--- src/rtl/core/assert_macros.svh ---
// Assertion macros used by the RTL file that checks its own logic.
`ifndef ASSERT_MACROS_SVH
`define ASSERT_MACROS_SVH

// Same-cycle implication, sampled on clk, off while rst is high.
`define ASSERT_SAME(label, ante, cons) \
  label: assert property (@(posedge clk) disable iff (rst) (ante) |-> (cons)) \
    else $error("assertion failed");

// Next-cycle implication, sampled on clk, off while rst is high.
`define ASSERT_NEXT(label, ante, cons) \
  label: assert property (@(posedge clk) disable iff (rst) (ante) |=> (cons)) \
    else $error("assertion failed");

`endif

--- src/rtl/core/ndss_pkg.sv ---
// Shared types and constants of the descriptor status statistics block.
`default_nettype none

package ndss_pkg;

  localparam int MAX_FRAME_LEN = 1518;
  localparam int NUM_COUNTERS  = 17;
  localparam int QDEPTH        = 4;
  localparam int QPTR_W        = $clog2(QDEPTH);
  localparam int QCNT_W        = QPTR_W + 1;

  // Statistics counter indexes
  localparam int C_RX_PACKETS   = 0;
  localparam int C_RX_BYTES     = 1;
  localparam int C_RX_ERRORS    = 2;
  localparam int C_RX_LENGTH    = 3;
  localparam int C_RX_FRAME     = 4;
  localparam int C_RX_CRC       = 5;
  localparam int C_RX_FIFO      = 6;
  localparam int C_RX_DROPPED   = 7;
  localparam int C_TX_PACKETS   = 8;
  localparam int C_TX_BYTES     = 9;
  localparam int C_TX_ERRORS    = 10;
  localparam int C_TX_ABORTED   = 11;
  localparam int C_TX_CARRIER   = 12;
  localparam int C_TX_WINDOW    = 13;
  localparam int C_TX_FIFO      = 14;
  localparam int C_TX_HEARTBEAT = 15;
  localparam int C_COLLISIONS   = 16;

  typedef enum logic [1:0] {
    CMD_RX     = 2'd0,
    CMD_TX     = 2'd1,
    CMD_MISSED = 2'd2,
    CMD_READ   = 2'd3
  } cmd_t;

  typedef enum logic [2:0] {
    OUT_OWNED   = 3'd0,
    OUT_GOOD    = 3'd1,
    OUT_ERROR   = 3'd2,
    OUT_IGNORED = 3'd3,
    OUT_ACCEPT  = 3'd4
  } outcome_t;

  // One classified item as it waits between front and back
  typedef struct packed {
    outcome_t                  outcome;
    logic [10:0]               rx_len;
    logic [NUM_COUNTERS-1:0]   inc;
    logic [10:0]               byte_amt;
    logic [3:0]                coll_amt;
    logic [16:0]               drop_amt;
    logic                      is_read;
    logic [4:0]                sel;
  } entry_t;

  typedef struct packed {
    logic              full;
    logic              empty;
    logic [QCNT_W-1:0] count;
  } qstat_t;

endpackage

`default_nettype wire

--- src/rtl/core/ndss_front.sv ---
// Front end: classifies one input item into counter updates and a result.
`default_nettype none

module ndss_front (
  input  wire logic [1:0]      cmd,
  input  wire logic [31:0]     desc_status,
  input  wire logic [10:0]     tx_frame_len,
  input  wire logic            filter_setup,
  input  wire logic [16:0]     missed_sample,
  input  wire logic [4:0]      counter_select,
  input  wire logic            fdx_mode,
  output ndss_pkg::entry_t     entry
);
  import ndss_pkg::*;

  logic [10:0] field;
  logic [10:0] len;

  // receive length without CRC
  always_comb begin
    field = desc_status[26:16];
    len   = (field < 11'd4) ? 11'd0 : field - 11'd4;
  end

  always_comb begin
    entry          = '0;
    entry.outcome  = OUT_ACCEPT;
    entry.byte_amt = 11'd0;
    entry.sel      = counter_select;
    case (cmd_t'(cmd))
      CMD_RX: begin
        if (desc_status[31]) begin
          entry.outcome = OUT_OWNED;
        end else if ((desc_status & 32'h3800_8300) != 32'h0000_0300) begin
          entry.outcome = OUT_ERROR;
          if ((desc_status & 32'h3800_0300) != 32'h0000_0300) begin
            // frame spans buffers
            if (desc_status[15:0] == 16'h7fff) begin
              entry.outcome = OUT_IGNORED;
            end else begin
              entry.inc[C_RX_LENGTH] = 1'b1;
            end
          end else begin
            // single buffer with error summary
            entry.inc[C_RX_ERRORS] = 1'b1;
            entry.inc[C_RX_LENGTH] = |(desc_status & 32'h0000_0890);
            entry.inc[C_RX_FRAME]  = desc_status[2];
            entry.inc[C_RX_CRC]    = desc_status[1];
            entry.inc[C_RX_FIFO]   = desc_status[0];
          end
        end else begin
          entry.outcome = OUT_GOOD;
          if (len > 11'(MAX_FRAME_LEN)) begin
            entry.rx_len           = 11'(MAX_FRAME_LEN);
            entry.inc[C_RX_LENGTH] = 1'b1;
          end else begin
            entry.rx_len = len;
          end
          entry.byte_amt          = entry.rx_len;
          entry.inc[C_RX_PACKETS] = 1'b1;
          entry.inc[C_RX_BYTES]   = 1'b1;
        end
      end
      CMD_TX: begin
        if (desc_status[31]) begin
          entry.outcome = OUT_OWNED;
        end else if (filter_setup) begin
          entry.outcome = OUT_IGNORED;
        end else if (desc_status[15]) begin
          entry.outcome             = OUT_ERROR;
          entry.inc[C_TX_ERRORS]    = 1'b1;
          entry.inc[C_TX_ABORTED]   = |(desc_status & 32'h0000_4104);
          entry.inc[C_TX_CARRIER]   = |(desc_status & 32'h0000_0C00);
          entry.inc[C_TX_WINDOW]    = desc_status[9];
          entry.inc[C_TX_FIFO]      = desc_status[1];
          entry.inc[C_TX_HEARTBEAT] = desc_status[7] & ~fdx_mode;
        end else begin
          entry.outcome           = OUT_GOOD;
          entry.byte_amt          = tx_frame_len;
          entry.coll_amt          = desc_status[6:3];
          entry.inc[C_TX_BYTES]   = 1'b1;
          entry.inc[C_COLLISIONS] = 1'b1;
          entry.inc[C_TX_PACKETS] = 1'b1;
        end
      end
      CMD_MISSED: begin
        // overflow adds one full wrap of the 16-bit count
        entry.drop_amt          = missed_sample[16] ? 17'h1_0000 : missed_sample;
        entry.inc[C_RX_DROPPED] = |missed_sample;
      end
      CMD_READ: begin
        if (counter_select < 5'(NUM_COUNTERS)) begin
          entry.is_read = 1'b1;
        end else begin
          entry.outcome = OUT_IGNORED;
        end
      end
      default: begin
        entry.outcome = OUT_IGNORED;
      end
    endcase
  end

endmodule

`default_nettype wire

--- src/rtl/core/ndss_queue.sv ---
// Short in-order queue of classified items between front and back.
`default_nettype none

module ndss_queue (
  input  wire logic             clk,
  input  wire logic             rst,
  input  wire logic             push,
  input  ndss_pkg::entry_t      push_data,
  input  wire logic             pop,
  output ndss_pkg::entry_t      pop_data,
  output ndss_pkg::qstat_t      stat
);
  import ndss_pkg::*;

  entry_t            slots [QDEPTH];
  logic [QPTR_W-1:0] wr_ptr;
  logic [QPTR_W-1:0] rd_ptr;
  logic [QCNT_W-1:0] count;

  // pointers and fill level
  always_ff @(posedge clk) begin
    if (rst) begin
      wr_ptr <= '0;
      rd_ptr <= '0;
      count  <= '0;
    end else begin
      if (push) wr_ptr <= wr_ptr + 1'b1;
      if (pop)  rd_ptr <= rd_ptr + 1'b1;
      case ({push, pop})
        2'b10:   count <= count + 1'b1;
        2'b01:   count <= count - 1'b1;
        default: count <= count;
      endcase
    end
  end

  // entry storage
  always_ff @(posedge clk) begin
    if (push) slots[wr_ptr] <= push_data;
  end

  assign pop_data   = slots[rd_ptr];
  assign stat.full  = (count == QCNT_W'(QDEPTH));
  assign stat.empty = (count == '0);
  assign stat.count = count;

endmodule

`default_nettype wire

--- src/rtl/core/ndss_back.sv ---
// Back end: applies counter updates in order and holds the result register.
`default_nettype none

module ndss_back (
  input  wire logic         clk,
  input  wire logic         rst,
  input  wire logic         q_empty,
  input  ndss_pkg::entry_t  q_data,
  output logic              pop,
  input  wire logic         out_stall,
  output logic              out_valid,
  output logic [2:0]        outcome,
  output logic [10:0]       rx_length,
  output logic [31:0]       counter_value
);
  import ndss_pkg::*;

  logic [31:0] counters [NUM_COUNTERS];
  logic [31:0] amount   [NUM_COUNTERS];
  logic [4:0]  rd_sel;
  logic [31:0] rd_value;

  // take the next item when the result register is free or being drained
  assign pop = ~q_empty & (~out_valid | ~out_stall);

  // per-counter add amount
  always_comb begin
    for (int i = 0; i < NUM_COUNTERS; i++) begin
      amount[i] = 32'd1;
    end
    amount[C_RX_BYTES]   = 32'(q_data.byte_amt);
    amount[C_TX_BYTES]   = 32'(q_data.byte_amt);
    amount[C_COLLISIONS] = 32'(q_data.coll_amt);
    amount[C_RX_DROPPED] = 32'(q_data.drop_amt);
  end

  // counter read sees every earlier item's update
  always_comb begin
    rd_sel   = q_data.is_read ? q_data.sel : 5'd0;
    rd_value = q_data.is_read ? counters[rd_sel] : 32'd0;
  end

  // wrapping statistics counters
  always_ff @(posedge clk) begin
    if (rst) begin
      for (int i = 0; i < NUM_COUNTERS; i++) counters[i] <= 32'd0;
    end else if (pop) begin
      for (int i = 0; i < NUM_COUNTERS; i++) begin
        if (q_data.inc[i]) counters[i] <= counters[i] + amount[i];
      end
    end
  end

  // result register
  always_ff @(posedge clk) begin
    if (rst) begin
      out_valid <= 1'b0;
    end else if (pop) begin
      out_valid <= 1'b1;
    end else if (~out_stall) begin
      out_valid <= 1'b0;
    end
  end

  always_ff @(posedge clk) begin
    if (pop) begin
      outcome       <= q_data.outcome;
      rx_length     <= q_data.rx_len;
      counter_value <= rd_value;
    end
  end

endmodule

`default_nettype wire

--- src/rtl/core/nic_descriptor_status_statistics.sv ---
// Top level of the descriptor status statistics block.
//
//  channel  | direction | transfer when          | payload
//  ---------+-----------+------------------------+--------------------------------
//  input    | in        | in_valid & !in_stall   | cmd, desc_status, tx_frame_len,
//           |           |                        | filter_setup, missed_sample,
//           |           |                        | counter_select
//  result   | out       | out_valid & !out_stall | outcome, rx_length, counter_value
//  config   | in        | psel&penable&pwrite    | fdx_mode at byte addresses 0-3
//
// One item per cycle sustained while out_stall stays low; each input is queued,
// then popped into the result register as the back end updates the counters.
// The four-entry queue absorbs result stalls; in_stall rises only when it is full.
// Synchronous reset clears all seventeen counters, the queue and fdx_mode at once.
`default_nettype none
`include "assert_macros.svh"

module nic_descriptor_status_statistics (
  input  wire logic        clk,
  input  wire logic        rst,
  // input channel
  input  wire logic        in_valid,
  output logic             in_stall,
  input  wire logic [1:0]  cmd,
  input  wire logic [31:0] desc_status,
  input  wire logic [10:0] tx_frame_len,
  input  wire logic        filter_setup,
  input  wire logic [16:0] missed_sample,
  input  wire logic [4:0]  counter_select,
  // result channel
  output logic             out_valid,
  input  wire logic        out_stall,
  output logic [2:0]       outcome,
  output logic [10:0]      rx_length,
  output logic [31:0]      counter_value,
  // configuration port
  input  wire logic        psel,
  input  wire logic        penable,
  input  wire logic        pwrite,
  input  wire logic [2:0]  paddr,
  input  wire logic [31:0] pwdata,
  output logic [31:0]      prdata,
  output logic             pready
);
  import ndss_pkg::*;

  logic   fdx_mode;
  entry_t front_entry;
  entry_t q_data;
  qstat_t q_stat;
  logic   push;
  logic   pop;

  // configuration register
  assign pready = 1'b1;
  assign prdata = paddr[2] ? 32'd0 : 32'(fdx_mode);

  always_ff @(posedge clk) begin
    if (rst) begin
      fdx_mode <= 1'b0;
    end else if (psel && penable && pwrite && pready && !paddr[2]) begin
      fdx_mode <= pwdata[0];
    end
  end

  assign in_stall = q_stat.full;
  assign push     = in_valid & ~q_stat.full;

  ndss_front u_front (
    .cmd            (cmd),
    .desc_status    (desc_status),
    .tx_frame_len   (tx_frame_len),
    .filter_setup   (filter_setup),
    .missed_sample  (missed_sample),
    .counter_select (counter_select),
    .fdx_mode       (fdx_mode),
    .entry          (front_entry)
  );

  ndss_queue u_queue (
    .clk       (clk),
    .rst       (rst),
    .push      (push),
    .push_data (front_entry),
    .pop       (pop),
    .pop_data  (q_data),
    .stat      (q_stat)
  );

  ndss_back u_back (
    .clk           (clk),
    .rst           (rst),
    .q_empty       (q_stat.empty),
    .q_data        (q_data),
    .pop           (pop),
    .out_stall     (out_stall),
    .out_valid     (out_valid),
    .outcome       (outcome),
    .rx_length     (rx_length),
    .counter_value (counter_value)
  );

  // checks on queue bookkeeping and result consistency
  `ASSERT_SAME(a_q_bound, 1'b1, q_stat.count <= QCNT_W'(QDEPTH))
  `ASSERT_NEXT(a_q_fill, push && !pop && !q_stat.full, !q_stat.empty)
  `ASSERT_SAME(a_len_good, out_valid && outcome != OUT_GOOD, rx_length == 11'd0)
  `ASSERT_SAME(a_len_max, out_valid, rx_length <= 11'(MAX_FRAME_LEN))
  `ASSERT_SAME(a_val_read, out_valid && counter_value != 32'd0, outcome == OUT_ACCEPT)

endmodule

`default_nettype wire
--- config.mk ---
export PLATFORM = sky130hd
export DESIGN_NAME = nic_descriptor_status_statistics
export DESIGN_NICKNAME = d
export VERILOG_FILES = /design/src/rtl/core/ndss_pkg.sv /design/src/rtl/core/ndss_front.sv /design/src/rtl/core/ndss_queue.sv /design/src/rtl/core/ndss_back.sv /design/src/rtl/core/nic_descriptor_status_statistics.sv
export VERILOG_INCLUDE_DIRS = /design/src /design/src/rtl/core
export SDC_FILE = /design/constraint.sdc
export NUM_CORES = 2
export LEC_CHECK = 0
export BUFFER_PORTS_ARGS = -buffer_cell sky130_fd_sc_hd__buf_2
export CAP_MARGIN = 20
export CORE_MARGIN = 1.5
export CORE_UTILIZATION = 29
export DETAILED_ROUTE_END_ITERATION = 6
export PLACE_DENSITY_LB_ADDON = 0.08
export SYNTH_ARGS = -nofsm -noshare
export SYNTH_HDL_FRONTEND = slang
export SYNTH_SLANG_ARGS = --single-unit
--- constraint.sdc ---
create_clock -name clk -period 10.3 [get_ports clk]
set_input_delay 0 -clock clk [delete_from_list [all_inputs] [get_ports clk]]
set_output_delay 0 -clock clk [all_outputs]
set_load 0.01 [all_outputs]
* Word level (Yosys, flattened, before mapping)
Memories as Yosys holds them, arrays and structs flattened. A register that Yosys moved wholly into a read port is not among the register bits. Index checks and enable logic that the tools add are counted.
Storage, ports and cells: memories 2, logic and storage cells 219, bits of input ports 110, RAM bits 820, output and inout port bits 81, flip-flop bits (word level) 23
Cells by class: add/subtract/negate cells 22, reductions and logical operators 12, bitwise logic cells 26, mux-type cells 137, equal/unequal tests 10, order comparisons 3
Memory list:
- u_back.counters | words 17, width 32, read ports 18, clocked after Yosys merged registers in 1, write ports 17, line ndss_back.sv:18 | logic [31:0] counters [NUM_COUNTERS];
- u_queue.slots | words 4, width 69, read ports 1, clocked after Yosys merged registers in 1, write ports 1, line ndss_queue.sv:15 | entry_t slots [QDEPTH];
Operators by type and width (number):
- two-way mux 32 bit | 17
- adder 32 x 1 -> 32 bit (second input constant) | 13
- two-way mux 1 bit | 86
- adder 32 x 11 -> 32 bit | 2
- two-way mux 11 bit | 5
- two-way mux 15 bit | 3
- two-way mux 17 bit | 2
- adder 32 x 17 -> 32 bit | 1
- adder 32 x 4 -> 32 bit | 1
- two-way mux 9 bit | 3
- case mux 11 bit (2 select lines) | 1
- two-way mux 3 bit | 7
- two-way mux 18 bit | 1
- OR 1 bit | 18
- OR reduction 17 bit | 1
- equality test 16 x 15 -> 1 bit (second input constant) | 1
- two-way mux 13 bit | 1
- > comparator 11 bit (second input constant) | 1
- less-than comparator 11 x 3 -> 1 bit (second input constant) | 1
- subtractor 11 x 3 -> 11 bit (second input constant) | 1
- two-way mux 2 bit | 5
- case mux 3 bit (3 select lines) | 1
- two-way mux 7 bit | 1
- equality test 2 bit (second input constant) | 3
- 22 further kinds | 34

* Depth between registers and ports, before layout
depth after elaboration 7, gate-level depth with buffers 17, mapped depth without buffers 12

* By module
Synthesis repeated with hierarchy kept, for this count alone.
Unflattened totals: cell total of the unflattened synthesis 4038, area total of the unflattened synthesis 47347.9 µm²
By module, submodules not included:
- ndss_back | area an instance 35454.0 µm², sequential area each 17737.0 µm², cells an instance 3400, instances 1
- ndss_queue | area an instance 10398.7 µm², sequential area each 8468.1 µm², cells an instance 408, instances 1
- ndss_front | area an instance 1179.9 µm², sequential area each 0.0 µm², cells an instance 189, instances 1
- nic_descriptor_status_statistics | area an instance 315.3 µm², sequential area each 20.0 µm², cells an instance 41, instances 1

* Worst setup path before layout
Ideal clock, no wire load.
path kind register -> register, start point register u_queue.count[0], end point memory u_back.counters[16][0], enable pin, path slack 5385 ps, arrival 4462 ps, stages on the path, launching flop included 5, buffers on the path 1, data required time 9847 ps, cell sequence dfxtp_1 > nor3_1 > a21oi_1 > clkbuf_1 > a21o_1
RTL lines:
- from (decl) | line ndss_queue.sv:18 | logic [QCNT_W-1:0] count;
- from (signal assigned) | line ndss_queue.sv:30 | 2'b10: count <= count + 1'b1;
- from (signal assigned) | line ndss_queue.sv:31 | 2'b01: count <= count - 1'b1;
- from (signal assigned) | line ndss_queue.sv:32 | default: count <= count;
- to (decl) | line ndss_back.sv:18

==> qor.csv <==
metric,value,unit
"worst slack, placed",4710,ps
initial core utilization,29.1,%
fraction of registers with async set or reset after synthesis,0,%
fin. max-slew vios,0,
status,finished clean,
maximum number of pins on one net before global-route repair,192,
via count,32791,
CTS tree,yes,
Cell Pwr Density,286,mW/mm2
Syn Area/Cell,10.8,um2
Routed Antenna Nets,0,
total power,15.3,mW
worst setup margin,4990,ps
Worst Path Required,10840,ps
die width,402,um
hold_ws,101,ps
crit-path max FO,45,
Yosys warning count,0,
H-tree depth reported by CTS,3,
R2R depth,13,
postcts setup bufs,0,
Synth top area share,55.7,%
GPL Wtd Cong,0.775,
"Seq/Total Area, Yosys",56.2,%
Syn Inst Count,4250,
vias in the first global route,32636,
post-synth top area cell,edfxtp_1,
Finished Core Util,33.8,%
Final Critical Period,5310,ps
final setup violation count,0,
Static Leakage,18.1,nW
Area Growth Syn to Fin,15.9,%
share of cells above drive strength 1,9.98,%
Post-Layout Inst Area,0.0534,mm2
worst-margin pin slew,1010,ps
r2r endpoint,u_back.counters[9][18]$_SDFFCE_PP0P_,
placed instance area,0.0488,mm2
Worst-Skew Late Latency,720,ps
Layout Cells excl Fill,6594,
final worst clock skew,23.7,ps
CP endpoint,u_back.counters[9][18]$_SDFFCE_PP0P_,
Post-synth EDFFs,854,
"Top FF cell, synth",edfxtp_1,
Root Buffer,clkbuf_16,
global route overflow,0,
Max Cap Violations,0,
First-pass DRT Iterations,5,
Area contributors post-synth,"edfxtp_1 (56%), xor2_1 (5.8%), nand2_1 (4.7%)",
placed insts,6304,
Max rail drop VDD,0.201,mV
core area,0.158,mm2
Fin Setup TNS,0,ps
Worst-path clk slew,60,ps
Longest Clk Path Bufs,3,
# IOs,191,
RSZ-0062 raised after global routing,false,
total CTS buffers,109,
Yosys cell types,64,
GRT Total Usage,16.8,%
CP max-delay cell,or4b_2,
number of vias per cell,4.97,
Hold Crit Class,input port to flop,
Cell Rows,146,
Fin. Hold Viols,0,
Port Buffer Count,124,
Yosys reg bits,865,
Detailed Place HPWL,91.1,mm
area of the die,0.161,mm2
DRC viols,0,
detailed router's first-iteration violation count,2337,
initial antenna violation count,4,
TritonCTS Sinks,865,
Worst Setup Path Type,flop to flop,
global-route wire length before repair,210,mm
fin crit share,51.5,%
"Cell Chain, Critical Path",buf_4 -> mux4_2 -> ha_1 -> inv_1 -> fa_1 -> nor2b_1 -> o21ai_0 -> a21boi_0 -> o211ai_1 -> a21oi_1 -> nor2_1 -> or4b_2 -> a31oi_1,
Crit. End Element,flop,
Final #Nets,4603,
CP max stage delay,700,ps
Fmax,188,MHz
die height,402,um
slack of the worst reg-to-reg path,4990,ps
routed wire length,137,mm
synthesized area,0.0461,mm2
Worst setup SP type,flop,
Slew headroom,32.8,%
Worst EP arrival,5840,ps
post-DR wirelength/cell,20.7,um
sequential cells by signal, summed over array words and instances (netlist names), named ones only:
register / cells
u_back.counter_value: 32
u_back.outcome: 3
u_back.rx_length: 11
u_queue.wr_ptr: 2
u_back.out_valid: 1
u_queue.slots: 264
fdx_mode: 1
u_back.counters: 544
u_queue.count: 3
u_queue.rd_ptr: 2
kinds of logic (layout without fill, tap and decap cells):
kind of cell               Yosys count  in the layout  synth area share (%)
and+or+nand+nor                   1893           1893                  19.1
DFF                                865            865                  56.2
AOI/OAI and AO/OA                  638            638                  8.41
xor gates and xnor gates           422            422                  8.03
buffers and inverters              279            519                  2.80
muxes                               84             84                  3.60
adders and majority gates           67             67                  1.90
other                                2             34                0.0163
how the worst min path moves through the flow:
stage / from / end / slack, ps / cells after the start
finish: counter_select[1] / u_queue.slots[0][1]$_DFFE_PP_ / 100 / 2
global route: counter_select[1] / u_queue.slots[1][1]$_DFFE_PP_ / 70 / 2
CTS: counter_select[1] / u_queue.slots[2][1]$_DFFE_PP_ / 30 / 2
detailed placement: pwdata[0] / fdx_mode$_SDFFE_PP0P_ / 240 / 3
global placement: pwdata[0] / fdx_mode$_SDFFE_PP0P_ / 240 / 3
floorplan: paddr[2] / prdata[0] / 50 / 1
power breakdown:
part | switching (mW) | internal, mW | total [mW]
Clock | 1.62 | 2.40 | 4.02
Sequential | 0.988 | 5.22 | 6.20
Combinational | 3.36 | 1.67 | 5.03
Total | 5.97 | 9.29 | 15.3
layout make-up:
class	count	area (um2)
Timing Repair Buffer	261	1890
Fill cell	16061	105000
Tap cell	2072	2590
Clock buffer	127	2810
Antenna cell	2	5.00
Inverter	53	199
Clock inverter	78	915
Sequential cell	865	25900
Multi-Input combinational cell	3136	19100
cells in the mapped netlist (12+ instances only):
cell type and instances:
nand4_1 74, mux4_2 65, xnor2_1 118, edfxtp_1 854, o21ai_0 172, and4_1 38
clkbuf_1 91, buf_2 82, o31ai_1 14, o211ai_1 22, inv_1 53, or3_1 80
a21o_1 37, nor2_1 545, nor3_1 48, nor2b_1 24, nand2_1 571, and3_1 98
o221ai_1 58, or4_1 12, ha_1 62, nand3_1 283, mux2i_1 15, buf_1 17
a31oi_1 70, and2_1 59, xor2_1 304, nor4_1 16, o21a_1 35, a21oi_1 186
o21ai_1 12, buf_4 35, nand2b_1 17
worst max-delay path: cells and delay by family, from the launching register on:
| kind | cells | cell delay [ps] |
|---|---|---|
| and+or+nand+nor | 3 | 1250 |
| muxes | 1 | 450 |
| AOI/OAI and AO/OA | 5 | 1430 |
| DFF | 1 | 620 |
| adders and majority gates | 2 | 580 |
| buffers and inverters | 2 | 740 |
placed cells by master, fill, tap and decap left out, types with 18 or more instances in the layout:
cell type,n
and3_1,98
nor2b_1,24
clkinv_2,28
a21o_1,35
or3_1,80
and4_1,38
xnor2_1,118
a21oi_1,184
buf_2,124
o221ai_1,58
nand4_1,74
o21a_1,35
inv_1,53
o21ai_0,172
o211ai_1,22
clkbuf_16,109
buf_4,52
nand2_1,570
edfxtp_1,854
nor2_1,543
nor3_1,48
nand3_1,282
xor2_1,304
bufinv_16,18
ha_1,62
and2_1,55
dlygate4sd3_1,81
a31oi_1,70
conb_1,32
mux4_2,64
per-layer routing:
layer  track usage (%)  up-vias  wire [um]
met5                 0        -          0
met4              4.06        0       2430
met3              2.09      140       4880
met2              26.4      550      61100
met1              24.6    16223      68100
li1                  -    15878          -
repair_timing:
action                                 4_1_cts  5_1_grt
resized for setup                            0        0
hold buffers                                81        0
endpoints found under the hold margin      311        0
setup endpoints to repair                    0        0
Note: power is estimated with default switching activity, not from simulation.
